**config.mk**
```make
export PLATFORM = sky130hd
export DESIGN_NAME = dtmf_spectral_peak_detector
export DESIGN_NICKNAME = d
export VERILOG_FILES = /design/src/rtl/core/dtmf_spd_pkg.sv /design/src/rtl/core/dtmf_spectral_peak_detector.sv
export SDC_FILE = /design/constraint.sdc
export NUM_CORES = 1
export LEC_CHECK = 0
export ABC_AREA = 1
export ABC_CLOCK_PERIOD_IN_PS = 8800
export BUFFER_PORTS_ARGS = -buffer_cell sky130_fd_sc_hd__buf_4
export CORE_MARGIN = 2
export CORE_UTILIZATION = 55
export DETAILED_ROUTE_END_ITERATION = 10
export PLACE_DENSITY = 0.74
export SLEW_MARGIN = 20
export SYNTH_ARGS = -nofsm -noshare
export SYNTH_HDL_FRONTEND = slang
export SYNTH_SLANG_ARGS = --single-unit
```
**constraint.sdc**
```tcl
create_clock -name clock -period 8.8 [get_ports clock]
set_input_delay 1.32 -clock clock [delete_from_list [all_inputs] [get_ports clock]]
set_output_delay 1.32 -clock clock [all_outputs]
set_load 0.1 [all_outputs]
```
**src/rtl/core/dtmf_spd_pkg.sv**
```systemverilog
`timescale 1ns / 1ps
// Types, constants and helper functions shared by the DTMF spectral peak detector.
package dtmf_spd_pkg;

   localparam int FRAME_BINS = 4096;
   localparam logic [11:0] LAST_BIN = 12'(FRAME_BINS - 1);

   localparam int CSR_ADDR_W = 5;
   localparam int CSR_DATA_W = 32;
   localparam int VOTE_SLOTS = 10;

   localparam logic [3:0]  VOTE_MAX = 4'd15;

   localparam logic [3:0]  RESET_FRAMES_PER_WINDOW   = 4'd5;
   localparam logic [11:0] RESET_LOW_BAND_FIRST_BIN  = 12'd60;
   localparam logic [11:0] RESET_LOW_BAND_LAST_BIN   = 12'd80;
   localparam logic [11:0] RESET_HIGH_BAND_FIRST_BIN = 12'd104;
   localparam logic [11:0] RESET_HIGH_BAND_LAST_BIN  = 12'd126;

   // Row (low group) and column (high group) bins of the keypad.
   localparam logic [11:0] ROW_BIN_0 = 12'd60;
   localparam logic [11:0] ROW_BIN_1 = 12'd66;
   localparam logic [11:0] ROW_BIN_2 = 12'd73;
   localparam logic [11:0] ROW_BIN_3 = 12'd80;
   localparam logic [11:0] COL_BIN_0 = 12'd104;
   localparam logic [11:0] COL_BIN_1 = 12'd114;
   localparam logic [11:0] COL_BIN_2 = 12'd126;

   localparam logic [1:0] ZERO_ROW = 2'd3;
   localparam logic [1:0] ZERO_COL = 2'd1;
   localparam logic [3:0] NO_DIGIT = 4'd0;

   typedef enum logic [2:0] {
      REG_FRAMES_PER_WINDOW   = 3'd0,
      REG_LOW_BAND_FIRST_BIN  = 3'd1,
      REG_LOW_BAND_LAST_BIN   = 3'd2,
      REG_HIGH_BAND_FIRST_BIN = 3'd3,
      REG_HIGH_BAND_LAST_BIN  = 3'd4
   } reg_index_type;

   typedef struct packed {
      logic [11:0] bin_index;
      logic [31:0] bin_magnitude;
   } req_type;

   typedef struct packed {
      logic       tone_found;
      logic [3:0] digit;
      logic [3:0] vote_total;
   } rsp_type;

   typedef struct packed {
      logic       hit;
      logic [3:0] digit;
   } match_type;

   typedef struct packed {
      logic [3:0] votes;
      logic [3:0] digit;
   } leader_type;

   // Map a low/high peak bin pair onto a keypad digit.
   function automatic match_type match_digit(input logic [11:0] lbin, input logic [11:0] hbin);
      match_type  m;
      logic [1:0] row;
      logic [1:0] col;
      logic       row_ok;
      logic       col_ok;
      row    = 2'd0;
      col    = 2'd0;
      row_ok = 1'b1;
      col_ok = 1'b1;
      case (lbin)
         ROW_BIN_0: row = 2'd0;
         ROW_BIN_1: row = 2'd1;
         ROW_BIN_2: row = 2'd2;
         ROW_BIN_3: row = 2'd3;
         default:   row_ok = 1'b0;
      endcase
      case (hbin)
         COL_BIN_0: col = 2'd0;
         COL_BIN_1: col = 2'd1;
         COL_BIN_2: col = 2'd2;
         default:   col_ok = 1'b0;
      endcase
      if (row == ZERO_ROW) begin
         // bottom row only carries digit zero, in the middle column
         m.hit   = row_ok && col_ok && (col == ZERO_COL);
         m.digit = NO_DIGIT;
      end else begin
         m.hit   = row_ok && col_ok;
         m.digit = {2'b00, row} * 4'd3 + {2'b00, col} + 4'd1;
      end
      return m;
   endfunction

   // Keep the left entry on ties, so the lower digit wins.
   function automatic leader_type pick_leader(input leader_type a, input leader_type b);
      return (a.votes >= b.votes) ? a : b;
   endfunction

endpackage

```
**src/rtl/core/dtmf_spectral_peak_detector.sv**
```systemverilog
`timescale 1ns / 1ps
// Top level of the DTMF spectral peak detector: peak search, digit voting, window report.
//
// Usage:
//   req channel: one transform bin per transfer (bin_index, bin_magnitude). The bin whose
//   index is the last bin of the frame closes the frame: the low and high band peaks are
//   matched to a keypad digit and that digit's vote counter rises (saturating at 15).
//   rsp channel: after frames_per_window frames (0 acts as 1) one transfer reports the
//   most-voted digit, lowest digit on ties, or tone_found = 0 with zero fields; the votes
//   and frame count then clear. csr port: APB-style, registers at byte addresses
//   0x0..0x10, which the user writes only while idle; the block does not enforce this.
// Timing:
//   A bin moves into the input register on its transfer and is processed from there;
//   a report is written into the result register when its bin is processed. One bin per
//   cycle is sustained while no report is held back, set by the single processing step
//   between the input register and the result register.
// Reset and stall:
//   Reset loads the register defaults, empties both registers and clears peaks, frame
//   count and votes. While rsp is stalled with a report waiting, bins that end no
//   window keep flowing; only a bin that would emit a new report holds and stalls req.
module dtmf_spectral_peak_detector (
   input  logic                                  clock,
   input  logic                                  reset,
   input  logic                                  req_valid,
   output logic                                  req_stall,
   input  dtmf_spd_pkg::req_type                 req_data,
   output logic                                  rsp_valid,
   input  logic                                  rsp_stall,
   output dtmf_spd_pkg::rsp_type                 rsp_data,
   input  logic                                  csr_psel,
   input  logic                                  csr_penable,
   input  logic                                  csr_pwrite,
   input  logic [dtmf_spd_pkg::CSR_ADDR_W-1:0]   csr_paddr,
   input  logic [dtmf_spd_pkg::CSR_DATA_W-1:0]   csr_pwdata,
   output logic [dtmf_spd_pkg::CSR_DATA_W-1:0]   csr_prdata,
   output logic                                  csr_pready
);
   import dtmf_spd_pkg::*;

   // Configuration registers
   logic [3:0]  frames_per_window_ff;
   logic [11:0] low_first_ff;
   logic [11:0] low_last_ff;
   logic [11:0] high_first_ff;
   logic [11:0] high_last_ff;

   // Input register
   logic    in_valid_ff;
   logic    in_valid_in;
   req_type in_data_ff;

   // Frame and window state
   logic [31:0] low_val_ff,  low_val_in;
   logic [11:0] low_bin_ff,  low_bin_in;
   logic [31:0] high_val_ff, high_val_in;
   logic [11:0] high_bin_ff, high_bin_in;
   logic [3:0]  frame_count_ff, frame_count_in;
   logic [3:0]  votes_ff [VOTE_SLOTS];
   logic [3:0]  votes_in [VOTE_SLOTS];

   // Result register
   logic    rsp_valid_ff, rsp_valid_in;
   rsp_type rsp_data_ff,  rsp_data_in;

   // Processing
   logic          in_low, in_high, low_wins, high_wins, is_last;
   logic [11:0]   low_bin_upd, high_bin_upd;
   match_type     match;
   logic [3:0]    votes_upd [VOTE_SLOTS];
   logic [3:0]    window, count_next;
   logic          report, process;
   leader_type    lvl1 [5];
   leader_type    lvl2 [3];
   leader_type    lvl3 [2];
   leader_type    leader;
   rsp_type       result;

   logic          csr_write;
   reg_index_type csr_index;

   assign csr_pready = 1'b1;
   assign csr_write  = csr_psel && csr_penable && csr_pwrite;
   assign csr_index  = reg_index_type'(csr_paddr[CSR_ADDR_W-1:2]);

   // Register read back, zero extended
   always_comb begin
      csr_prdata = '0;
      case (csr_index)
         REG_FRAMES_PER_WINDOW:   csr_prdata = CSR_DATA_W'(frames_per_window_ff);
         REG_LOW_BAND_FIRST_BIN:  csr_prdata = CSR_DATA_W'(low_first_ff);
         REG_LOW_BAND_LAST_BIN:   csr_prdata = CSR_DATA_W'(low_last_ff);
         REG_HIGH_BAND_FIRST_BIN: csr_prdata = CSR_DATA_W'(high_first_ff);
         REG_HIGH_BAND_LAST_BIN:  csr_prdata = CSR_DATA_W'(high_last_ff);
         default:                 csr_prdata = '0;
      endcase
   end

   always_ff @(posedge clock) begin
      if (reset) begin
         frames_per_window_ff <= RESET_FRAMES_PER_WINDOW;
         low_first_ff         <= RESET_LOW_BAND_FIRST_BIN;
         low_last_ff          <= RESET_LOW_BAND_LAST_BIN;
         high_first_ff        <= RESET_HIGH_BAND_FIRST_BIN;
         high_last_ff         <= RESET_HIGH_BAND_LAST_BIN;
      end else if (csr_write && csr_pready) begin
         case (csr_index)
            REG_FRAMES_PER_WINDOW:   frames_per_window_ff <= csr_pwdata[3:0];
            REG_LOW_BAND_FIRST_BIN:  low_first_ff         <= csr_pwdata[11:0];
            REG_LOW_BAND_LAST_BIN:   low_last_ff          <= csr_pwdata[11:0];
            REG_HIGH_BAND_FIRST_BIN: high_first_ff        <= csr_pwdata[11:0];
            REG_HIGH_BAND_LAST_BIN:  high_last_ff         <= csr_pwdata[11:0];
            default: ;
         endcase
      end
   end

   // Peak search: the low band has priority over the high band
   assign in_low    = (in_data_ff.bin_index >= low_first_ff) &&
                      (in_data_ff.bin_index <= low_last_ff);
   assign in_high   = (in_data_ff.bin_index >= high_first_ff) &&
                      (in_data_ff.bin_index <= high_last_ff);
   assign low_wins  = in_low && (in_data_ff.bin_magnitude > low_val_ff);
   assign high_wins = !low_wins && in_high && (in_data_ff.bin_magnitude > high_val_ff);

   assign low_bin_upd  = low_wins  ? in_data_ff.bin_index : low_bin_ff;
   assign high_bin_upd = high_wins ? in_data_ff.bin_index : high_bin_ff;

   // Frame end: match the peaks as they stand after this bin
   assign is_last = (in_data_ff.bin_index == LAST_BIN);
   assign match   = match_digit(low_bin_upd, high_bin_upd);

   always_comb begin
      for (int i = 0; i < VOTE_SLOTS; i++) begin
         votes_upd[i] = votes_ff[i];
         if (is_last && match.hit && (match.digit == 4'(i)) && (votes_ff[i] != VOTE_MAX)) begin
            votes_upd[i] = votes_ff[i] + 4'd1;
         end
      end
   end

   assign window     = (frames_per_window_ff == 4'd0) ? 4'd1 : frames_per_window_ff;
   assign count_next = frame_count_ff + 4'd1;
   assign report     = is_last && (count_next >= window);

   // Hold a reporting bin only while the result register is occupied and rsp is stalled
   assign process   = in_valid_ff && (!report || !rsp_valid_ff || !rsp_stall);
   assign req_stall = in_valid_ff && !process;

   // Registered-free tournament over the ten vote counters, lower digit wins ties
   always_comb begin
      for (int i = 0; i < 5; i++) begin
         lvl1[i] = pick_leader('{votes: votes_upd[2*i],     digit: 4'(2*i)},
                               '{votes: votes_upd[2*i + 1], digit: 4'(2*i + 1)});
      end
      lvl2[0] = pick_leader(lvl1[0], lvl1[1]);
      lvl2[1] = pick_leader(lvl1[2], lvl1[3]);
      lvl2[2] = lvl1[4];
      lvl3[0] = pick_leader(lvl2[0], lvl2[1]);
      lvl3[1] = lvl2[2];
      leader  = pick_leader(lvl3[0], lvl3[1]);
   end

   always_comb begin
      result.tone_found = (leader.votes != 4'd0);
      result.digit      = result.tone_found ? leader.digit : NO_DIGIT;
      result.vote_total = leader.votes;
   end

   // Next state of the frame and window
   always_comb begin
      low_val_in     = low_val_ff;
      low_bin_in     = low_bin_ff;
      high_val_in    = high_val_ff;
      high_bin_in    = high_bin_ff;
      frame_count_in = frame_count_ff;
      for (int i = 0; i < VOTE_SLOTS; i++) begin
         votes_in[i] = votes_ff[i];
      end
      if (process) begin
         if (is_last) begin
            // drop the peaks once matched
            low_val_in     = '0;
            low_bin_in     = '0;
            high_val_in    = '0;
            high_bin_in    = '0;
            frame_count_in = report ? 4'd0 : count_next;
            for (int i = 0; i < VOTE_SLOTS; i++) begin
               votes_in[i] = report ? 4'd0 : votes_upd[i];
            end
         end else begin
            if (low_wins) begin
               low_val_in = in_data_ff.bin_magnitude;
            end
            if (high_wins) begin
               high_val_in = in_data_ff.bin_magnitude;
            end
            low_bin_in  = low_bin_upd;
            high_bin_in = high_bin_upd;
         end
      end
   end

   assign in_valid_in = (req_valid && !req_stall) || (in_valid_ff && !process);

   always_comb begin
      rsp_valid_in = rsp_valid_ff && rsp_stall;
      rsp_data_in  = rsp_data_ff;
      if (process && report) begin
         rsp_valid_in = 1'b1;
         rsp_data_in  = result;
      end
   end

   always_ff @(posedge clock) begin
      if (reset) begin
         in_valid_ff    <= 1'b0;
         rsp_valid_ff   <= 1'b0;
         low_val_ff     <= '0;
         low_bin_ff     <= '0;
         high_val_ff    <= '0;
         high_bin_ff    <= '0;
         frame_count_ff <= '0;
         for (int i = 0; i < VOTE_SLOTS; i++) begin
            votes_ff[i] <= '0;
         end
      end else begin
         in_valid_ff    <= in_valid_in;
         rsp_valid_ff   <= rsp_valid_in;
         low_val_ff     <= low_val_in;
         low_bin_ff     <= low_bin_in;
         high_val_ff    <= high_val_in;
         high_bin_ff    <= high_bin_in;
         frame_count_ff <= frame_count_in;
         for (int i = 0; i < VOTE_SLOTS; i++) begin
            votes_ff[i] <= votes_in[i];
         end
      end
   end

   // Payload registers: advance on transfer or new report
   always_ff @(posedge clock) begin
      if (req_valid && !req_stall) begin
         in_data_ff <= req_data;
      end
      rsp_data_ff <= rsp_data_in;
   end

   assign rsp_valid = rsp_valid_ff;
   assign rsp_data  = rsp_data_ff;

endmodule

```
Word-level counts from Yosys, hierarchy flattened:

Memory sizes are Yosys's and may differ from the RTL's.
Cells that the tools add are included.

* bits in latches: 0
* bits in read-only memories: 0
* memories: 1
* word-level logic and storage cells: 213
* flip-flop bits (word level): 199
* output and inout port bits: 44
* bits in writable memories: 40
* bits of input ports: 88

Memory list
* votes_ff: depth 10, width 4, read ports 10, clocked after Yosys merged registers in 0, write ports 10, RTL line dtmf_spectral_peak_detector.sv:58 `logic [3:0] votes_ff [VOTE_SLOTS];`

* order comparisons: 16
* mux-type cells: 61
* multiply operators: 1
* bitwise logic cells: 10
* $add $sub $neg: 13
* shift operators: 0
* reductions and logical operators: 61
* div/mod/pow operators: 0
* equal/unequal tests: 33

Operator list (count)
* two-way mux 32 bit: 4
* two-way mux 4 bit: 32
* two-way mux 40 bit: 2
* == test 12 x 7 -> 1 bit (second input constant): 6
* two-way mux 8 bit: 9
* greater-than comparator 32 bit: 2
* one-hot mux 12 bit (5 select lines): 1
* adder 4 x 1 -> 4 bit (second input constant): 12
* two-way mux 12 bit: 4
* greater-or-equal comparator 4 bit: 10
* != test 4 bit (second input constant): 10
* logical AND 1 bit: 36
* greater-or-equal comparator 12 bit: 2
* less-or-equal comparator 12 bit: 2
* == test 4 x 3 -> 1 bit (second input constant): 4
* AND reduction 2 bit: 8
* == test 12 bit (second input constant): 1
* == test 12 x 6 -> 1 bit (second input constant): 1
* bitwise OR 1 bit: 10
* == test 4 x 2 -> 1 bit (second input constant): 2
* == test 4 bit (second input constant): 2
* zero test 4 bit: 2
* == test 3 x 2 -> 1 bit (second input constant): 2
* zero test 1 bit: 6
* 17 further kinds: 25

Longest topological paths before layout:

* word-level depth: 26
* depth in mapped cells: 79
* mapped depth without buffers: 78

Worst setup path after synthesis:

Ideal clock, no wire load.

* path type: flip-flop to flip-flop
* start: register in_data_ff[37] (netlist name)
* end: register rsp_data_ff (netlist bit rsp_data[5]) (data pin)
* arrival: 9301 ps
* required time: 8543 ps
* stages on the path, launching flop included: 70
* slack: -758 ps
* path through: edfxtp_1 ha_1 nand2_1 nand2_1 nand2_1 nand2_1 nand2_1 nand2_1 nor2_1 nor2_4 nor2_8 nand2_4 nand3_4 buf_8 nand2_1 o21ai_2 nand2_1 nor2_1 [... 34 more ...] nand2_1 a31oi_1 clkinv_1 nand3_1 and2_1 ha_1 inv_1 nor2_1 o21ai_0 nand2_1 a31oi_1 clkinv_1 nand3_1 nand2_2 nor2_2 nand2_2 nand2_2 nor2_1

RTL lines
* start: declaration: RTL line dtmf_spectral_peak_detector.sv:50 `req_type in_data_ff;`
* start signal: assignment: RTL line dtmf_spectral_peak_detector.sv:243 `in_data_ff <= req_data;`
* end signal: assignment: RTL line dtmf_spectral_peak_detector.sv:245 `rsp_data_ff <= rsp_data_in;`
* end: declaration: RTL line dtmf_spectral_peak_detector.sv:63 `rsp_type rsp_data_ff, rsp_data_in;`

==> impl_metrics.ini <==
[layout]
fin_area_um2 = 21600
syn_to_final_growth_pct = 37.9
final_cell_count_no_fill = 3027
antenna_cells = 0
drive_gt1_share_pct = 30.4
final_util_pct = 77.2
nets = 2883
fillers = 1849

[outcome]
status = complete, but fails checks
violations = negative setup slack

[drt]
viasPerCell = 5.44
ant_nets = 0
first_pass_iters = 6
drc = 0
wirelength_um = 48500
drtIter0Drc = 1199
wl_per_cell_um = 16.0
num_vias = 16467

[clock_network]
cts_hold_buffers = 0
clk_pin_slew_worst_paths_ps = 60
cts_buffer_depth = 3
root_buffer = clkbuf_16
numCtsBuffers = 27
htreeDepth = 1
insertion_delay_ps = 570
cts.sinks = 239
cts_tree = done

[place]
portBuffers = 88
dpl_cell_area_um2 = 18600
dpl.cell_count = 2847
globalplace.congestion = 0.904
post-dp-hpwl_um = 28800
dp_slack_ps = -961

[flow_run]
cap_violations = 0

[synth]
syn_area_um2 = 15600
synth_common_cells = 613 x nand2_1, 350 x inv_1, 230 x a21oi_1
synth_seq_area_share_pct = 34.0
synth_seq_cells = 239
synthTopCellsByArea = dfxtp_1 24%, nand2_1 15%, ha_1 13%
synth_top_area_cell = dfxtp_1
synth_edf_count = 53
synth-main-ff-cell = dfxtp_1
postSynthCellCount = 2188
synth.most_common_cell = nand2_1
synth_top_area_share_pct = 23.8
synth_cell_type_count = 60
synthArstFlopShare_pct = 0
ys_warn_count = 0
syn_avg_cell_area_um2 = 7.15

[setup_path]
crit_fanout = 8
crit_slowest_cell = fa_2
endpoint_kind = flip-flop
cp_top_family = simple AND/OR/NAND/NOR gates
cp.arrival_ps = 10360
rrSetupSlack_ps = -1150
critPathKind = flip-flop to flip-flop
start_kind = flip-flop
timing.critical_path.buf_inv = 16
critPathRequiredTime_ps = 9210
critical_path.max_stage_delay_ps = 560
path_common_cell = nand2_2

[grt]
track_usage_pct = 28.6
antenna_found_initial = 0
grt_max_degree = 100
grt_pass1_vias = 15919
grt_remaining_overflow = 0
grt_pass1_wl_um = 72500

[sta]
setup_violations = 9
timing.fmax_ghz = 0.100
rsz0062_at_grt = true
tightest_slew_ps = 1150
finalClockSkew_ps = 16.1
slew_viol_final = 0
slew_headroom_pct = 23.6
whs_ps = 461
period_share_pct = 113
final_hold_viol_count = 0
period_needed_ps = 9950
fin_ws_ps = -1150

[pwr]
power_density_nw_per_um2 = 131
p_leak_nw = 9.81
irDropWorstVdd_uv = 166

[floorplanning]
io_pins = 132
dieHeight_um = 173
core_um2 = 27900
die_area_um2 = 29800
dieWidth_um = 173
rows = 61
start_util_pct = 56.0

[min_path]
min_path_type = flip-flop to flip-flop
[layer usage]
layer  up-vias  global-route usage (%)  share of wire (%)
met3       212                    3.94                5.7
met1      7659                    33.4                 39
li1       7927                       -                  -
met5         -                       0                  0
met4         0                    13.0                5.4
met2       669                    51.9                 50
[registers in the layout, indices dropped and copies added, names as in the netlist]
register              flops
low_last_ff              12
frame_count_ff            4
in_valid_ff               1
rsp_valid                 1
frames_per_window_ff      4
in_data_ff               44
high_bin_ff              12
low_bin_ff               12
votes_ff                 40
high_first_ff            12
high_val_ff              32
high_last_ff             12
low_first_ff             12
rsp_data                  9
low_val_ff               32
[report_power, final]
| group | internal (mW) | switching (mW) | total (mW) |
|---|---|---|---|
| sequential | 1.15 | 0.0268 | 1.18 |
| clock | 0.651 | 0.475 | 1.13 |
| combinational | 0.204 | 0.310 | 0.515 |
| total | 2.01 | 0.812 | 2.82 |
[final cells by class]
class / instances / area, µm² / area share (%)
Multi-Input combinational cell: 1520 / 9740 / 45.1
Sequential cell: 239 / 5320 / 24.6
Timing Repair Buffer: 480 / 3800 / 17.6
Inverter: 361 / 1380 / 6.39
Clock buffer: 43 / 797 / 3.69
Tap cell: 378 / 473 / 2.19
Clock inverter: 6 / 72.6 / 0.336
[per-stage QoR]
step                      power [mW]  setup TNS (ps)
after global placement          1.63           -5080
after detailed placement        1.65           -7280
after global routing            2.93          -12320
after CTS                       2.79           -3520
after floorplan                 1.49               0
final                           2.82           -9200
[final timing paths]
path / startpoint / cells after the start / to
max reg2reg: in_data_ff[43]$_DFFE_PP_ / 69 / rsp_data[6]$_SDFFCE_PN0P_
max: in_data_ff[43]$_DFFE_PP_ / 69 / rsp_data[6]$_SDFFCE_PN0P_
min reg2reg: low_val_ff[16]$_SDFFE_PP0P_ / 2 / low_val_ff[16]$_SDFFE_PP0P_
min: low_val_ff[16]$_SDFFE_PP0P_ / 2 / low_val_ff[16]$_SDFFE_PP0P_
[layout by cell type (no fill, tap or decap), types with 9 or more instances in the layout]
cell       synthesis  layout
o211ai_1           9       9
nand2_4            8      16
buf_6              1      23
o22ai_1           12      12
nor3_1            21      15
clkbuf_16          0      30
nand2_2            9      60
ha_4               0      22
a21oi_1          230     221
o21ai_1            7      11
dfxtp_1          186     186
buf_4             24     448
conb_1             2      21
nor2_1            84      64
inv_2              5      40
nor2_4             7      16
edfxtp_1          53      53
clkbuf_1          54      11
nor2_2             9      20
ha_1             164     141
o21a_1             9       9
nand3_2            5      28
o21ai_2            6      11
inv_1            350     313
nand4_1           33      33
nand3_1          105      76
o21ai_0           76      60
nand2_1          613     550
a21oi_2            2       9
nand3_4            4      10
xor2_1            19      14
[worst reg2reg max path, delay by kind of cell (launching register included)]
kind / cells / cell delay (ps)
fa+ha+maj: 7 / 2270
simple gates: 38 / 3820
flops: 1 / 530
compound gates: 8 / 1560
buf+inv: 16 / 1640
[cells by family after synthesis]
kind of cell / count (synthesis) / share of synthesized area (%)
xor gates and xnor gates: 26 / 1.50
buffers and inverters: 448 / 11.6
adders and majority gates: 166 / 13.4
AOI/OAI and AO/OA: 385 / 13.5
other: 2 / 0.0480
DFF: 239 / 34.0
and+or+nand+nor: 922 / 26.0
[repair_timing]
| action | in CTS | in global routing |
|---|---|---|
| setup buffers | 101 | 47 |
| gates cloned | 0 | 2 |
| setup endpoints to repair | 9 | 10 |
| pin swaps | 68 | 74 |
| endpoints found under the hold margin | 0 | 0 |
| gates resized for setup | 98 | 179 |
Note: power is estimated with default switching activity, not from simulation.
